`src/rtl/ojcd_pkg.sv`:
```
`timescale 1ns / 1ps
package ojcd_pkg;

  localparam int TIME_W = 32;
  localparam int SPD_W  = 16;
  localparam int TERM_W = 24;
  // |dv| * 1000 with |dv| <= 65535
  localparam int NUM_W  = 26;
  localparam int CFG_W  = 20;
  localparam int CFG_AW = 3;

  localparam logic [CFG_AW-1:0] CFG_LIN_LIMIT   = 3'd0;
  localparam logic [CFG_AW-1:0] CFG_ANG_LIMIT   = 3'd1;
  localparam logic [CFG_AW-1:0] CFG_DECEL_LIMIT = 3'd2;
  localparam logic [CFG_AW-1:0] CFG_FRESH_WIN   = 3'd3;
  localparam logic [CFG_AW-1:0] CFG_GAP_LIMIT   = 3'd4;

  localparam logic [15:0]        LIN_LIMIT_RST   = 16'd300;
  localparam logic [15:0]        ANG_LIMIT_RST   = 16'd523;
  localparam logic signed [14:0] DECEL_LIMIT_RST = -15'sd100;
  localparam logic [15:0]        FRESH_WIN_RST   = 16'd200;
  localparam logic [19:0]        GAP_LIMIT_RST   = 20'd1500;

  localparam logic [9:0] MS_PER_S = 10'd1000;

  typedef struct packed {
    logic capture;
    logic cmd_push;
    logic t_prep;
    logic c_prep;
    logic div_start;
    logic t_write;
    logic odom_upd;
    logic f_init;
    logic f_step;
    logic gap_mul;
    logic gap_cmp;
    logic out_load;
  } ojcd_cmd_t;

  typedef struct packed {
    logic op;
    logic first;
    logic dt_zero;
    logic div_done;
    logic coll_ready;
    logic cacc_ok;
    logic f_done;
  } ojcd_stat_t;

endpackage

```
`src/rtl/odometry_jump_and_collision_detector.sv`:
```
`timescale 1ns / 1ps
// Odometry jump and collision detector. Command-velocity items (tuser = 1) update a
// three-deep command history and yield nothing; odometry items (tuser = 0) yield one
// result transaction with jump_fault (speed step past a limit since the previous
// odometry sample) and collided (the slow and fast means of the per-sample acceleration
// ring differ past the gap limit while the command is fresh and not decelerating).
// One transaction at a time: s_axis_tready is high only in the idle state, so the next
// item is accepted only after the current one is done. A command only updates the
// history; an odometry item runs the divider, the ring update and, when the histories
// are full, the collision evaluation; its result waits while an earlier result is
// still stalled on m_axis_tready. The shared radix-2 divider gives 26 quotient bits and
// runs once for the acceleration term and once for the command acceleration. The first
// odometry sample, and a zero time interval, skip the divider.
// The ring of SLOW_WINDOW terms sits in a single-port-write RAM read one entry per cycle.
// Configuration registers (cfg_addr_i): 0 linear jump limit, 1 angular jump limit,
// 2 deceleration limit (signed), 3 freshness window, 4 acceleration gap limit.
module odometry_jump_and_collision_detector
  import ojcd_pkg::*;
#(
  parameter int SLOW_WINDOW = 30,
  parameter int FAST_WINDOW = 5
) (
  input  logic              clk_i,
  input  logic              rst_ni,
  input  logic              s_axis_tvalid,
  output logic              s_axis_tready,
  // sample_time[31:0], arrival_time[63:32], linear_speed[79:64], angular_speed[95:80]
  input  logic [95:0]       s_axis_tdata,
  // op: 0 odometry, 1 command
  input  logic              s_axis_tuser,
  output logic              m_axis_tvalid,
  input  logic              m_axis_tready,
  // jump_fault[0], collided[1], zero fill[7:2]
  output logic [7:0]        m_axis_tdata,
  input  logic              cfg_we_i,
  input  logic [CFG_AW-1:0] cfg_addr_i,
  input  logic [CFG_W-1:0]  cfg_wdata_i
);

  ojcd_cmd_t  cmd;
  ojcd_stat_t stat;
  logic [1:0] out_data;

  // sequencing: accept, divide, update the ring, evaluate, present
  ojcd_ctrl u_ctrl (
    .clk_i      (clk_i),
    .rst_ni     (rst_ni),
    .stat_i     (stat),
    .s_tvalid_i (s_axis_tvalid),
    .s_tready_o (s_axis_tready),
    .m_tvalid_o (m_axis_tvalid),
    .m_tready_i (m_axis_tready),
    .cmd_o      (cmd)
  );

  // history, ring, divider and compare logic
  ojcd_dp #(
    .SLOW_WINDOW (SLOW_WINDOW),
    .FAST_WINDOW (FAST_WINDOW)
  ) u_dp (
    .clk_i       (clk_i),
    .rst_ni      (rst_ni),
    .cmd_i       (cmd),
    .stat_o      (stat),
    .in_data_i   (s_axis_tdata),
    .in_op_i     (s_axis_tuser),
    .cfg_we_i    (cfg_we_i),
    .cfg_addr_i  (cfg_addr_i),
    .cfg_wdata_i (cfg_wdata_i),
    .out_data_o  (out_data)
  );

  assign m_axis_tdata = {6'b0, out_data};

endmodule

```
`src/rtl/ojcd_ram.sv`:
```
`timescale 1ns / 1ps
module ojcd_ram #(
  parameter int WIDTH = 24,
  parameter int DEPTH = 30
) (
  input  logic                     clk_i,
  input  logic                     we_i,
  input  logic [$clog2(DEPTH)-1:0] waddr_i,
  input  logic [WIDTH-1:0]         wdata_i,
  input  logic [$clog2(DEPTH)-1:0] raddr_i,
  output logic [WIDTH-1:0]         rdata_o
);

  logic [WIDTH-1:0] mem_q [DEPTH];
  logic [WIDTH-1:0] rdata_q;

  always_ff @(posedge clk_i) begin
    if (we_i) begin
      mem_q[waddr_i] <= wdata_i;
    end
    rdata_q <= mem_q[raddr_i];
  end

  assign rdata_o = rdata_q;

endmodule

```
`src/rtl/ojcd_div.sv`:
```
`timescale 1ns / 1ps
module ojcd_div
  import ojcd_pkg::*;
(
  input  logic              clk_i,
  input  logic              rst_ni,
  input  logic              start_i,
  input  logic [NUM_W-1:0]  num_i,
  input  logic [TIME_W-1:0] den_i,
  output logic              done_o,
  output logic [NUM_W-1:0]  quo_o
);

  localparam int CW = $clog2(NUM_W + 1);

  logic [CW-1:0]     cnt_q, cnt_d;
  logic [NUM_W-1:0]  quo_q, quo_d;
  logic [TIME_W-1:0] rem_q, rem_d;
  logic [TIME_W:0]   trial;

  // restoring division, one quotient bit a cycle
  always_comb begin
    trial = {rem_q, quo_q[NUM_W-1]};
    cnt_d = cnt_q;
    quo_d = quo_q;
    rem_d = rem_q;
    if (start_i) begin
      cnt_d = CW'(NUM_W);
      quo_d = num_i;
      rem_d = '0;
    end else if (cnt_q != '0) begin
      cnt_d = cnt_q - 1'b1;
      if (trial >= {1'b0, den_i}) begin
        rem_d = TIME_W'(trial - {1'b0, den_i});
        quo_d = {quo_q[NUM_W-2:0], 1'b1};
      end else begin
        rem_d = trial[TIME_W-1:0];
        quo_d = {quo_q[NUM_W-2:0], 1'b0};
      end
    end
  end

  always_ff @(posedge clk_i or negedge rst_ni) begin
    if (!rst_ni) begin
      cnt_q <= '0;
    end else begin
      cnt_q <= cnt_d;
    end
  end

  always_ff @(posedge clk_i) begin
    quo_q <= quo_d;
    rem_q <= rem_d;
  end

  assign done_o = (cnt_q == '0);
  assign quo_o  = quo_q;

endmodule

```
`src/rtl/ojcd_dp.sv`:
```
`timescale 1ns / 1ps
module ojcd_dp
  import ojcd_pkg::*;
#(
  parameter int SLOW_WINDOW = 30,
  parameter int FAST_WINDOW = 5
) (
  input  logic              clk_i,
  input  logic              rst_ni,
  input  ojcd_cmd_t         cmd_i,
  output ojcd_stat_t        stat_o,
  input  logic [95:0]       in_data_i,
  input  logic              in_op_i,
  input  logic              cfg_we_i,
  input  logic [CFG_AW-1:0] cfg_addr_i,
  input  logic [CFG_W-1:0]  cfg_wdata_i,
  output logic [1:0]        out_data_o
);

  localparam int PTR_W  = $clog2(SLOW_WINDOW);
  localparam int CNT_W  = $clog2(SLOW_WINDOW + 2);
  localparam int K_W    = $clog2(FAST_WINDOW + 1);
  localparam int SUM_W  = TERM_W + $clog2(SLOW_WINDOW + 1);
  localparam int FSUM_W = TERM_W + $clog2(FAST_WINDOW + 1);
  localparam int DIFF_W = TERM_W + $clog2(SLOW_WINDOW + 1) + $clog2(FAST_WINDOW + 1) + 1;
  localparam int GAP_W  = CFG_W + $clog2(SLOW_WINDOW * FAST_WINDOW + 1);
  localparam int CMP_W  = (DIFF_W > GAP_W) ? DIFF_W : GAP_W;

  localparam logic [CNT_W-1:0] FULL_CNT = CNT_W'(SLOW_WINDOW + 1);
  localparam logic [PTR_W-1:0] LAST_PTR = PTR_W'(SLOW_WINDOW - 1);
  localparam logic signed [TERM_W-1:0] TERM_MAX = {1'b0, {(TERM_W-1){1'b1}}};
  localparam logic signed [TERM_W-1:0] TERM_MIN = {1'b1, {(TERM_W-1){1'b0}}};
  localparam logic signed [DIFF_W-1:0] FAST_C = DIFF_W'(FAST_WINDOW);
  localparam logic signed [DIFF_W-1:0] SLOW_C = DIFF_W'(SLOW_WINDOW);
  localparam logic [GAP_W-1:0] WIN_PROD = GAP_W'(SLOW_WINDOW * FAST_WINDOW);

  // configuration
  logic [15:0]        lin_lim_q, ang_lim_q, fresh_win_q;
  logic signed [14:0] decel_q;
  logic [19:0]        gap_lim_q;

  // captured item
  logic                     op_q;
  logic [TIME_W-1:0]        stime_q, now_q;
  logic signed [SPD_W-1:0]  lin_q, ang_q;

  // odometry and command history
  logic [TIME_W-1:0]        last_time_q;
  logic signed [SPD_W-1:0]  last_lin_q, last_ang_q;
  logic [CNT_W-1:0]         odom_cnt_q;
  logic [PTR_W-1:0]         ptr_q;
  logic signed [SUM_W-1:0]  sum_q;
  logic [TIME_W-1:0]        ct_q [3];
  logic signed [SPD_W-1:0]  cs_q [3];
  logic [2:0]               cmd_cnt_q;

  // work registers
  logic                     jump_q, coll_q, fresh_ok_q;
  logic [NUM_W-1:0]         num_q;
  logic [TIME_W-1:0]        den_q;
  logic                     neg_q, nz_q, numneg_q, dtz_q;
  logic [PTR_W-1:0]         idx_q;
  logic [K_W-1:0]           k_q;
  logic signed [FSUM_W-1:0] fsum_q;
  logic signed [DIFF_W-1:0] diff_q;
  logic [1:0]               out_q;

  logic                     div_done;
  logic [NUM_W-1:0]         quo;
  logic [TERM_W-1:0]        rdata;
  logic signed [TERM_W-1:0] rd_term, old_term, term;
  logic [PTR_W-1:0]         raddr;

  logic signed [SPD_W:0]    dv, da;
  logic [SPD_W:0]           dv_mag, da_mag;
  logic [TIME_W-1:0]        dt, dt_mag, age, age_mag;
  logic signed [NUM_W:0]    cacc;
  logic [DIFF_W-1:0]        diff_mag;
  logic [GAP_W-1:0]         gap_prod;

  always_comb begin
    if (cmd_i.c_prep) begin
      dv = {cs_q[2][SPD_W-1], cs_q[2]} - {cs_q[0][SPD_W-1], cs_q[0]};
      dt = ct_q[2] - ct_q[0];
    end else begin
      dv = {lin_q[SPD_W-1], lin_q} - {last_lin_q[SPD_W-1], last_lin_q};
      dt = stime_q - last_time_q;
    end
    da      = {ang_q[SPD_W-1], ang_q} - {last_ang_q[SPD_W-1], last_ang_q};
    dv_mag  = dv[SPD_W] ? 17'(-dv) : 17'(dv);
    da_mag  = da[SPD_W] ? 17'(-da) : 17'(da);
    dt_mag  = dt[TIME_W-1] ? -dt : dt;
    age     = ct_q[2] - now_q;
    age_mag = age[TIME_W-1] ? -age : age;
  end

  // saturated acceleration term from the divider result
  always_comb begin
    if (dtz_q) begin
      term = !nz_q ? '0 : (numneg_q ? TERM_MIN : TERM_MAX);
    end else if (neg_q) begin
      term = (quo > NUM_W'(TERM_MAX) + 1'b1) ? TERM_MIN : -quo[TERM_W-1:0];
    end else begin
      term = (quo > NUM_W'(TERM_MAX)) ? TERM_MAX : quo[TERM_W-1:0];
    end
  end

  assign rd_term  = rdata;
  assign old_term = (odom_cnt_q == FULL_CNT) ? rd_term : '0;
  assign cacc     = neg_q ? -$signed({1'b0, quo}) : $signed({1'b0, quo});
  assign diff_mag = diff_q[DIFF_W-1] ? DIFF_W'(-diff_q) : DIFF_W'(diff_q);
  assign gap_prod = GAP_W'(gap_lim_q) * WIN_PROD;
  assign raddr    = cmd_i.f_step ? idx_q : ptr_q;

  always_comb begin
    stat_o.op         = op_q;
    stat_o.first      = (odom_cnt_q == '0);
    stat_o.dt_zero    = dtz_q;
    stat_o.div_done   = div_done;
    stat_o.coll_ready = (cmd_cnt_q == 3'd4) && (odom_cnt_q == FULL_CNT);
    stat_o.cacc_ok    = fresh_ok_q &&
                        (dtz_q ? (nz_q ? !numneg_q : decel_q[14])
                               : (cacc > (NUM_W+1)'(decel_q)));
    stat_o.f_done     = (k_q == K_W'(FAST_WINDOW));
  end

  // configuration and control state
  always_ff @(posedge clk_i or negedge rst_ni) begin
    if (!rst_ni) begin
      lin_lim_q   <= LIN_LIMIT_RST;
      ang_lim_q   <= ANG_LIMIT_RST;
      decel_q     <= DECEL_LIMIT_RST;
      fresh_win_q <= FRESH_WIN_RST;
      gap_lim_q   <= GAP_LIMIT_RST;
      last_time_q <= '0;
      last_lin_q  <= '0;
      last_ang_q  <= '0;
      odom_cnt_q  <= '0;
      ptr_q       <= '0;
      sum_q       <= '0;
      cmd_cnt_q   <= '0;
    end else begin
      if (cfg_we_i) begin
        unique case (cfg_addr_i)
          CFG_LIN_LIMIT:   lin_lim_q   <= cfg_wdata_i[15:0];
          CFG_ANG_LIMIT:   ang_lim_q   <= cfg_wdata_i[15:0];
          CFG_DECEL_LIMIT: decel_q     <= cfg_wdata_i[14:0];
          CFG_FRESH_WIN:   fresh_win_q <= cfg_wdata_i[15:0];
          CFG_GAP_LIMIT:   gap_lim_q   <= cfg_wdata_i[19:0];
          default: ;
        endcase
      end
      if (cmd_i.cmd_push && cmd_cnt_q != 3'd4) begin
        cmd_cnt_q <= cmd_cnt_q + 1'b1;
      end
      if (cmd_i.t_write) begin
        sum_q <= sum_q - SUM_W'(old_term) + SUM_W'(term);
        ptr_q <= (ptr_q == LAST_PTR) ? '0 : ptr_q + 1'b1;
      end
      if (cmd_i.odom_upd) begin
        last_time_q <= stime_q;
        last_lin_q  <= lin_q;
        last_ang_q  <= ang_q;
        if (odom_cnt_q != FULL_CNT) begin
          odom_cnt_q <= odom_cnt_q + 1'b1;
        end
      end
    end
  end

  // payload registers
  always_ff @(posedge clk_i) begin
    if (cmd_i.capture) begin
      op_q    <= in_op_i;
      stime_q <= in_data_i[31:0];
      now_q   <= in_data_i[63:32];
      lin_q   <= in_data_i[79:64];
      ang_q   <= in_data_i[95:80];
      jump_q  <= 1'b0;
      coll_q  <= 1'b0;
    end
    if (cmd_i.cmd_push) begin
      ct_q[0] <= ct_q[1];
      ct_q[1] <= ct_q[2];
      ct_q[2] <= now_q;
      cs_q[0] <= cs_q[1];
      cs_q[1] <= cs_q[2];
      cs_q[2] <= lin_q;
    end
    if (cmd_i.t_prep || cmd_i.c_prep) begin
      num_q    <= NUM_W'(dv_mag[SPD_W-1:0]) * NUM_W'(MS_PER_S);
      den_q    <= dt_mag;
      neg_q    <= dv[SPD_W] ^ dt[TIME_W-1];
      nz_q     <= (dv != '0);
      numneg_q <= dv[SPD_W];
      dtz_q    <= (dt == '0);
    end
    if (cmd_i.t_prep) begin
      jump_q <= (odom_cnt_q != '0) &&
                ((dv_mag > {1'b0, lin_lim_q}) || (da_mag > {1'b0, ang_lim_q}));
    end
    if (cmd_i.c_prep) begin
      fresh_ok_q <= (age_mag < TIME_W'(fresh_win_q));
    end
    if (cmd_i.f_init) begin
      idx_q  <= (ptr_q == '0) ? LAST_PTR : ptr_q - 1'b1;
      k_q    <= '0;
      fsum_q <= '0;
    end
    if (cmd_i.f_step) begin
      idx_q <= (idx_q == '0) ? LAST_PTR : idx_q - 1'b1;
      k_q   <= k_q + 1'b1;
      if (k_q != '0) begin
        fsum_q <= fsum_q + FSUM_W'(rd_term);
      end
    end
    if (cmd_i.gap_mul) begin
      diff_q <= DIFF_W'(sum_q) * FAST_C - DIFF_W'(fsum_q) * SLOW_C;
    end
    if (cmd_i.gap_cmp) begin
      coll_q <= (CMP_W'(diff_mag) > CMP_W'(gap_prod));
    end
    if (cmd_i.out_load) begin
      out_q <= {coll_q, jump_q};
    end
  end

  ojcd_div u_div (
    .clk_i   (clk_i),
    .rst_ni  (rst_ni),
    .start_i (cmd_i.div_start),
    .num_i   (num_q),
    .den_i   (den_q),
    .done_o  (div_done),
    .quo_o   (quo)
  );

  ojcd_ram #(
    .WIDTH (TERM_W),
    .DEPTH (SLOW_WINDOW)
  ) u_ring (
    .clk_i   (clk_i),
    .we_i    (cmd_i.t_write),
    .waddr_i (ptr_q),
    .wdata_i (term),
    .raddr_i (raddr),
    .rdata_o (rdata)
  );

  assign out_data_o = out_q;

endmodule

```
`src/rtl/ojcd_ctrl.sv`:
```
`timescale 1ns / 1ps
module ojcd_ctrl
  import ojcd_pkg::*;
(
  input  logic       clk_i,
  input  logic       rst_ni,
  input  ojcd_stat_t stat_i,
  input  logic       s_tvalid_i,
  output logic       s_tready_o,
  output logic       m_tvalid_o,
  input  logic       m_tready_i,
  output ojcd_cmd_t  cmd_o
);

  localparam logic [3:0] S_IDLE   = 4'd0;
  localparam logic [3:0] S_CAP    = 4'd1;
  localparam logic [3:0] S_TSTART = 4'd2;
  localparam logic [3:0] S_TWAIT  = 4'd3;
  localparam logic [3:0] S_TWR    = 4'd4;
  localparam logic [3:0] S_UPD    = 4'd5;
  localparam logic [3:0] S_CHK    = 4'd6;
  localparam logic [3:0] S_CSTART = 4'd7;
  localparam logic [3:0] S_CWAIT  = 4'd8;
  localparam logic [3:0] S_CCHK   = 4'd9;
  localparam logic [3:0] S_FSUM   = 4'd10;
  localparam logic [3:0] S_GMUL   = 4'd11;
  localparam logic [3:0] S_GCMP   = 4'd12;
  localparam logic [3:0] S_OUT    = 4'd13;

  logic [3:0] state_q, state_d;
  logic       mvalid_q, mvalid_d;
  logic       out_free;

  assign out_free = !mvalid_q || m_tready_i;

  always_comb begin
    state_d = state_q;
    cmd_o   = '0;
    unique case (state_q)
      S_IDLE: begin
        if (s_tvalid_i) begin
          cmd_o.capture = 1'b1;
          state_d       = S_CAP;
        end
      end
      S_CAP: begin
        if (stat_i.op) begin
          cmd_o.cmd_push = 1'b1;
          state_d        = S_IDLE;
        end else begin
          cmd_o.t_prep = 1'b1;
          state_d      = S_TSTART;
        end
      end
      S_TSTART: begin
        if (stat_i.first) begin
          state_d = S_UPD;
        end else if (stat_i.dt_zero) begin
          state_d = S_TWR;
        end else begin
          cmd_o.div_start = 1'b1;
          state_d         = S_TWAIT;
        end
      end
      S_TWAIT: begin
        if (stat_i.div_done) begin
          state_d = S_TWR;
        end
      end
      S_TWR: begin
        cmd_o.t_write = 1'b1;
        state_d       = S_UPD;
      end
      S_UPD: begin
        cmd_o.odom_upd = 1'b1;
        state_d        = S_CHK;
      end
      S_CHK: begin
        if (stat_i.coll_ready) begin
          cmd_o.c_prep = 1'b1;
          state_d      = S_CSTART;
        end else begin
          state_d = S_OUT;
        end
      end
      S_CSTART: begin
        if (stat_i.dt_zero) begin
          state_d = S_CCHK;
        end else begin
          cmd_o.div_start = 1'b1;
          state_d         = S_CWAIT;
        end
      end
      S_CWAIT: begin
        if (stat_i.div_done) begin
          state_d = S_CCHK;
        end
      end
      S_CCHK: begin
        if (stat_i.cacc_ok) begin
          cmd_o.f_init = 1'b1;
          state_d      = S_FSUM;
        end else begin
          state_d = S_OUT;
        end
      end
      S_FSUM: begin
        cmd_o.f_step = 1'b1;
        if (stat_i.f_done) begin
          state_d = S_GMUL;
        end
      end
      S_GMUL: begin
        cmd_o.gap_mul = 1'b1;
        state_d       = S_GCMP;
      end
      S_GCMP: begin
        cmd_o.gap_cmp = 1'b1;
        state_d       = S_OUT;
      end
      S_OUT: begin
        if (out_free) begin
          cmd_o.out_load = 1'b1;
          state_d        = S_IDLE;
        end
      end
      default: state_d = S_IDLE;
    endcase
  end

  always_comb begin
    mvalid_d = mvalid_q;
    if (cmd_o.out_load) begin
      mvalid_d = 1'b1;
    end else if (m_tready_i) begin
      mvalid_d = 1'b0;
    end
  end

  always_ff @(posedge clk_i or negedge rst_ni) begin
    if (!rst_ni) begin
      state_q  <= S_IDLE;
      mvalid_q <= 1'b0;
    end else begin
      state_q  <= state_d;
      mvalid_q <= mvalid_d;
    end
  end

  assign s_tready_o = (state_q == S_IDLE);
  assign m_tvalid_o = mvalid_q;

endmodule

```
`config.mk`:
```
export PLATFORM = sky130hd
export DESIGN_NAME = odometry_jump_and_collision_detector
export DESIGN_NICKNAME = d
export VERILOG_FILES = /design/src/rtl/ojcd_pkg.sv /design/src/rtl/odometry_jump_and_collision_detector.sv /design/src/rtl/ojcd_ram.sv /design/src/rtl/ojcd_div.sv /design/src/rtl/ojcd_dp.sv /design/src/rtl/ojcd_ctrl.sv
export SDC_FILE = /design/constraint.sdc
export NUM_CORES = 2
export LEC_CHECK = 0
export BUFFER_PORTS_ARGS = -buffer_cell sky130_fd_sc_hd__clkbuf_2
export CAP_MARGIN = 20
export CORE_UTILIZATION = 50
export DETAILED_ROUTE_END_ITERATION = 12
export PLACE_DENSITY_LB_ADDON = 0.25
export SKIP_CTS_REPAIR_TIMING = 1
export SLEW_MARGIN = 20
export SYNTH_ARGS = -nofsm -noshare
export SYNTH_HDL_FRONTEND = slang
export SYNTH_SLANG_ARGS = --single-unit
```
`constraint.sdc`:
```
create_clock -name clk_i -period 22.4 [get_ports clk_i]
set_clock_uncertainty 0.1 [all_clocks]
set_input_delay 3.36 -clock clk_i [delete_from_list [all_inputs] [get_ports clk_i]]
set_output_delay 3.36 -clock clk_i [all_outputs]
set_load 0.03 [all_outputs]
```
# Word-level counts from Yosys, hierarchy flattened
# Memories as Yosys holds them, arrays and structs flattened. A register that Yosys moved wholly into a read port is not among the register bits.
# Index checks and enable logic that the tools add are counted.
[totals]
reg_bits = 486
ram_bits = 864
wordCells = 213
memories = 3
[op_classes]
n_addsub = 25
n_mul = 4
magnitude_cmp = 8
eq_ne = 28
muxes = 74
bitwise_logic = 1
reduce_logical = 32
[memory_table]
columns = ["memory", "words", "word_bits", "read_ports", "rd_ports_with_merged_regs", "wr", "line", "source"]
rows = [
  ["u_dp.u_ring.mem_q", 30, 24, 1, 1, 1, "ojcd_ram.sv:14", "logic [WIDTH-1:0] mem_q [DEPTH];"],
  ["u_dp.ct_q", 3, 32, 3, 0, 3, "ojcd_dp.sv:53", "logic [TIME_W-1:0] ct_q [3];"],
  ["u_dp.cs_q", 3, 16, 3, 0, 3, "ojcd_dp.sv:54", "logic signed [SPD_W-1:0] cs_q [3];"],
]
[op_table]
columns = ["op", "n"]
rows = [
  ["2-to-1 mux 24 bit", 7],
  ["subtractor 32 bit", 4],
  ["2-to-1 mux 27 bit", 4],
  ["2-to-1 mux 32 bit", 3],
  ["negation 32 bit", 2],
  ["case mux 4 bit (14 select lines)", 1],
  ["2-to-1 mux 26 bit", 2],
  ["2-to-1 mux 17 bit", 3],
  ["subtractor 16 x 16 -> 17 bit", 3],
  ["2-to-1 mux 5 bit", 8],
  ["greater-than comparator 17 x 16 -> 1 bit", 2],
  ["negation 17 bit", 2],
  ["greater-or-equal comparator 33 x 32 -> 1 bit", 1],
  ["greater-than comparator 33 x 28 -> 1 bit", 1],
  ["multiplier 29 x 4 -> 33 bit, second input constant", 1],
  ["2-to-1 mux 33 bit", 1],
  ["negation 33 bit", 1],
  ["subtractor 33 bit", 1],
  ["zero test 32 bit", 1],
  ["< comparator 32 x 16 -> 1 bit", 1],
  ["multiplier 27 x 5 -> 32 bit, second input constant", 1],
  ["2-to-1 mux 31 bit", 1],
  ["2-to-1 mux 1 bit", 30],
  ["adder 29 x 24 -> 29 bit", 1],
  ["other kinds (41)", 90],
]

# Logic depth before layout (Yosys ltp)
[logic_depth]
ltp_word = 11
depth_mapped = 36

# Modules after synthesis
# Synthesis repeated with hierarchy kept, for this count alone.
[hier_totals]
hier_cells = 7174
area_unflattened_um2 = 82474.1
[by_module_without_submodules]
columns = ["mod", "n_inst", "cells_per_inst", "area_per_inst_um2", "seq_area_each_um2"]
rows = [
  ["ojcd_dp", 1, 5144, 48302.6, 15696.3],
  ["ojcd_ram", 1, 1370, 28532.4, 22101.2],
  ["ojcd_div", 1, 573, 4996.0, 1546.5],
  ["ojcd_ctrl", 1, 80, 594.3, 125.1],
  ["odometry_jump_and_collision_detector", 1, 7, 48.8, 0.0],
]

# Worst setup path before layout
# OpenSTA, ideal clock, no wires.
[synth_path]
path_type = "register to register"
from = "memory u_dp.cs_q[0][0]"
to = "register u_dp.num_q[25] (data pin)"
arrival_ns = 7.675
required_time_ns = 22.040
path_slack_ns = 14.366
path_stages_with_launch = 32
n_path_buf = 0
path_cell_list = "edfxtp_1 -> ha_1 -> fa_1 -> nand2b_1 -> a21boi_1 -> o21ai_0 -> a21o_1 -> a311oi_1 -> o21ai_0 -> a211o_1 -> o21ai_1 -> nor2_1 -> xnor2_1 -> inv_1 -> fa_1 -> fa_1 -> fa_1 -> fa_1 -> inv_1 -> ha_1 -> inv_1 -> o21bai_1 -> a21oi_1 -> o21bai_1 -> a21oi_1 -> o21ai_0 -> o211a_1 -> a41o_1 -> o41a_1 -> a21o_1 -> a21oi_1 -> xnor2_1"
[synth_rtl]
columns = ["item", "line", "source"]
rows = [
  ["start, declared", "ojcd_dp.sv:54", ""],
  ["end signal, assigned", "ojcd_dp.sv:191", "num_q <= NUM_W'(dv_mag[SPD_W-1:0]) * NUM_W'(MS_PER_S);"],
  ["end, declared", "ojcd_dp.sv:59", "logic [NUM_W-1:0] num_q;"],
]

# Final worst setup path
[layout_path]
from = "register u_dp.odom_cnt_q[1]"
to = "register u_dp.num_q[25] (data pin)"
[layout_between]
elab_chain_cells = 8
[layout_rtl]
columns = ["item", "line", "source"]
rows = [
  ["start, declared", "ojcd_dp.sv:50", "logic [CNT_W-1:0] odom_cnt_q;"],
  ["start signal, assigned", "ojcd_dp.sv:165", "odom_cnt_q <= odom_cnt_q + 1'b1;"],
  ["equality test 5 bit *", "ojcd_dp.sv:120", "stat_o.coll_ready = (cmd_cnt_q == 3'd4) && (odom_cnt_q == FULL_CNT);"],
  ["logical AND 1 bit *", "ojcd_dp.sv:120", ""],
  ["2-to-1 mux 1 bit *", "ojcd_ctrl.sv:79", "if (stat_i.coll_ready) begin"],
  ["2-to-1 mux 1 bit *", "ojcd_ctrl.sv:39", "unique case (state_q)"],
  ["2-to-1 mux 17 bit *", "ojcd_dp.sv:82", "if (cmd_i.c_prep) begin"],
  ["negation 17 bit", "ojcd_dp.sv:90", "dv_mag = dv[SPD_W] ? 17'(-dv) : 17'(dv);"],
  ["2-to-1 mux 17 bit *", "ojcd_dp.sv:90", ""],
  ["multiplier 16 x 7 -> 23 bit *", "ojcd_dp.sv:191", ""],
]
# Mark *: on every way between the ends. The rest lies on a longest branch, timed or not.
# A chain may end at the register's enable or synchronous reset.

==> results.md <==
- Detail Placement HPWL: 129000 um
- Die area: 160000 um^2
- Top-count cell post-synth: edfxtp_1
- Initial antenna violation count: 6
- Crit end category: flip-flop
- WL/cell: 20.1 um
- Top cells by area, synth: edfxtp_1, ha_1, mux4_2, dfrtp_1, fa_1
- Post-synthesis simple-gate area fraction: 8.66%
- Worst Tran Pin Value: 1080 ps
- Synth top area share: 41.4%
- Initial Utilization: 50.6%
- Critical Path Stages: 35
- End point of the critical path: u_dp.num_q[25]
- Setup TNS: 0 ps
- Area grow syn2layout: 10.5%
- Largest net degree at the start of global routing: 124
- Post-synthesis register bit count: 1374
- R2r worst-path depth: 35
- Synth Cell Area: 79300 um^2
- Final hold slack: between 300 and 400 ps
- CP max FO: 55
- Fin. Hold Viols: 0
- Final min period: 10030 ps
- Tcrit/Tclk final: between 40% and 50%
- Critical path class: reg2reg
- Pins Over Slew Limit: 0
- Clock buffer depth: 3
- Crit start category: flip-flop
- FF-to-FF End: u_dp.num_q[25]
- XOR/XNOR share of the synthesized area: 4.88%
- Buf+Inv Stages, Crit Path: 9
- Residual DRC: 0
- Layout cells sized above 1: 12.3%
- Antenna-violating nets left: 0
- Skew-Pair Late Insertion Delay: 800 ps
- DR vias/cell: ~5.7
- Most used cell, CP: inv_1
- Crit path from: u_dp.odom_cnt_q[1]
- Synth Flop Type: edfxtp_1
- Max transition margin: between 20% and 30%
- Slowest Stage Delay on Critical Path: 860 ps
- Syn avg cell area: 11.9 um^2
- Outcome: finished, final reports clean
- CP max-delay cell: ha_1
- Die W: 400 um
- CP Data Required Time: around 23000 ps
- Final wirelength: 182000 um
- Compound-Gate Fraction of Synth Area: 10.3%
- Seq/Total Area, Yosys: approximately 50%
- Core area: about 160000 um^2
- Largest area contributor in the netlist: edfxtp_1
- Global Route Usage Sum: 22.8%
- Post-synthesis mux area share: under 10%
- R2R setup slack: 12370 ps
- # setup viols final: 0
- Clock transition at path regs: 70 ps
- # H-tree levels: 4
- Clk root buf: clkbuf_16
- CTS sink count: 1374
- Iter 0 DRT Violations: approximately 4300
- First-pass DRT Iterations: 6
- Via count: 51200
- Ant diodes: 0
- Synth cell count leaders: edfxtp_1, inv_1, ha_1, nand2_1, o21ai_0
- Buffers added on ports: 128
- CTS tree: done
- Adder-Cell Fraction of Synth Area: 14.6%
- Post-synth ARST share: 14.5%
- Total CTS buffers: 149
- EDFF count, synth: between 1000 and 1500
- HP Class: reg2reg
- Reg-to-reg critical path startpoint: u_dp.odom_cnt_q[1]
- IO Count: 135
- Total of max-cap violations: 0
- Gr ovfl total: 0
- Layout Cells excl Fill: 9036
- Synthesis Warnings: 0
- Rows: 145
- Vias in the first global route: 50300
- First-pass GRT wire length: 283000 um
- GP Congestion: 0.904
- Worst path arrival time: 10480 ps
- CP top delay family: adder cells
- Yosys cell types: 105
- Post-Synthesis Cells: 6666
- FMAX: around 100 MHz
- RSZ-0062 raised after global routing: no
- Largest family of logic cells by synthesized area: adder cells
- Final nets: 7792
- Die Ht: 400 um
- Placed insts: 8763
-- metal layers --
metal	vias up	global-route usage, %	routed length (um)
li1	24400	-	-
met1	25300	33.3	84700
met2	1352	35.6	82700
met3	223	3.17	10500
met4	0	6.19	3910
met5	-	0	0
-- flip-flops by register name, indices dropped and copies added (netlist names), 20 cells and up --
signal,flops
u_dp.cs_q,48
u_dp.ct_q,96
u_dp.den_q,32
u_dp.diff_q,33
u_dp.fsum_q,27
u_dp.gap_lim_q,20
u_dp.last_time_q,32
u_dp.now_q,32
u_dp.num_q,23
u_dp.stime_q,32
u_dp.sum_q,29
u_dp.u_div.quo_o,26
u_dp.u_div.rem_q,32
u_dp.u_ring.mem_q,720
u_dp.u_ring.rdata_o,24
-- worst min-delay path by stage --
| stage | cells past startpoint | start | end |
|---|---|---|---|
| after floorplan | 0 | u_dp.cs_q[0][16] | u_dp.cs_q[0][0] |
| after global placement | 0 | u_dp.cs_q[0][21] | u_dp.cs_q[0][5] |
| after detailed placement | 0 | u_dp.cs_q[0][26] | u_dp.cs_q[0][10] |
| after CTS | 0 | u_dp.cs_q[0][26] | u_dp.cs_q[0][10] |
| after global routing | 0 | u_dp.cs_q[0][19] | u_dp.cs_q[0][3] |
| final | 0 | u_dp.ct_q[0][56] | u_dp.ct_q[0][24] |
-- through the flow --
step	util (%)	area [um^2]	setup WS (ps)
after floorplan	-	79300	14370
after global placement	52.8	82800	12650
after detailed placement	52.8	82800	12390
after CTS	55.9	87600	12380
after global routing	55.9	87600	11650
final	55.9	87600	12370
-- worst register-to-register path, delay by kind of cell, from the launching register on --
| family | cells | cell delay, ps |
|---|---|---|
| buffers and inverters | 9 | 1430 |
| xor gates and xnor gates | 3 | 1200 |
| adders and majority gates | 8 | 3440 |
| muxes | 1 | 320 |
| DFF | 1 | 370 |
| AOI/OAI and AO/OA | 8 | 1600 |
| and+or+nand+nor | 6 | 1310 |
-- final cells by class --
type | instances | area, um^2
Timing Repair Buffer | 219 | 1350
Clock inverter | 76 | 805
Inverter | 757 | 2840
Fill cell | 13000 | 69100
Tap cell | 2058 | 2570
Sequential cell | 1374 | 39500
Multi-Input combinational cell | 4355 | 36600
Clock buffer | 197 | 4000
-- cells by family after synthesis --
| family | Yosys count |
|---|---|
| and+or+nand+nor | 1472 |
| DFF | 1374 |
| AOI/OAI and AO/OA | 1299 |
| buffers and inverters | 942 |
| adders and majority gates | 812 |
| xor gates and xnor gates | 442 |
| muxes | 324 |
| other | 1 |
-- layout by cell type (no fill, tap or decap), types with 170 or more instances in the layout --
cell	instances
mux4_2	192
dfrtp_1	170
xnor2_1	304
edfxtp_1	1092
inv_1	755
a21oi_1	307
o21ai_0	362
ha_1	621
nor2_1	280
fa_1	190
nand2_1	604
Power is not shown: default switching activity piles up to over one toggle a cycle in this logic, so the estimate is an artifact.
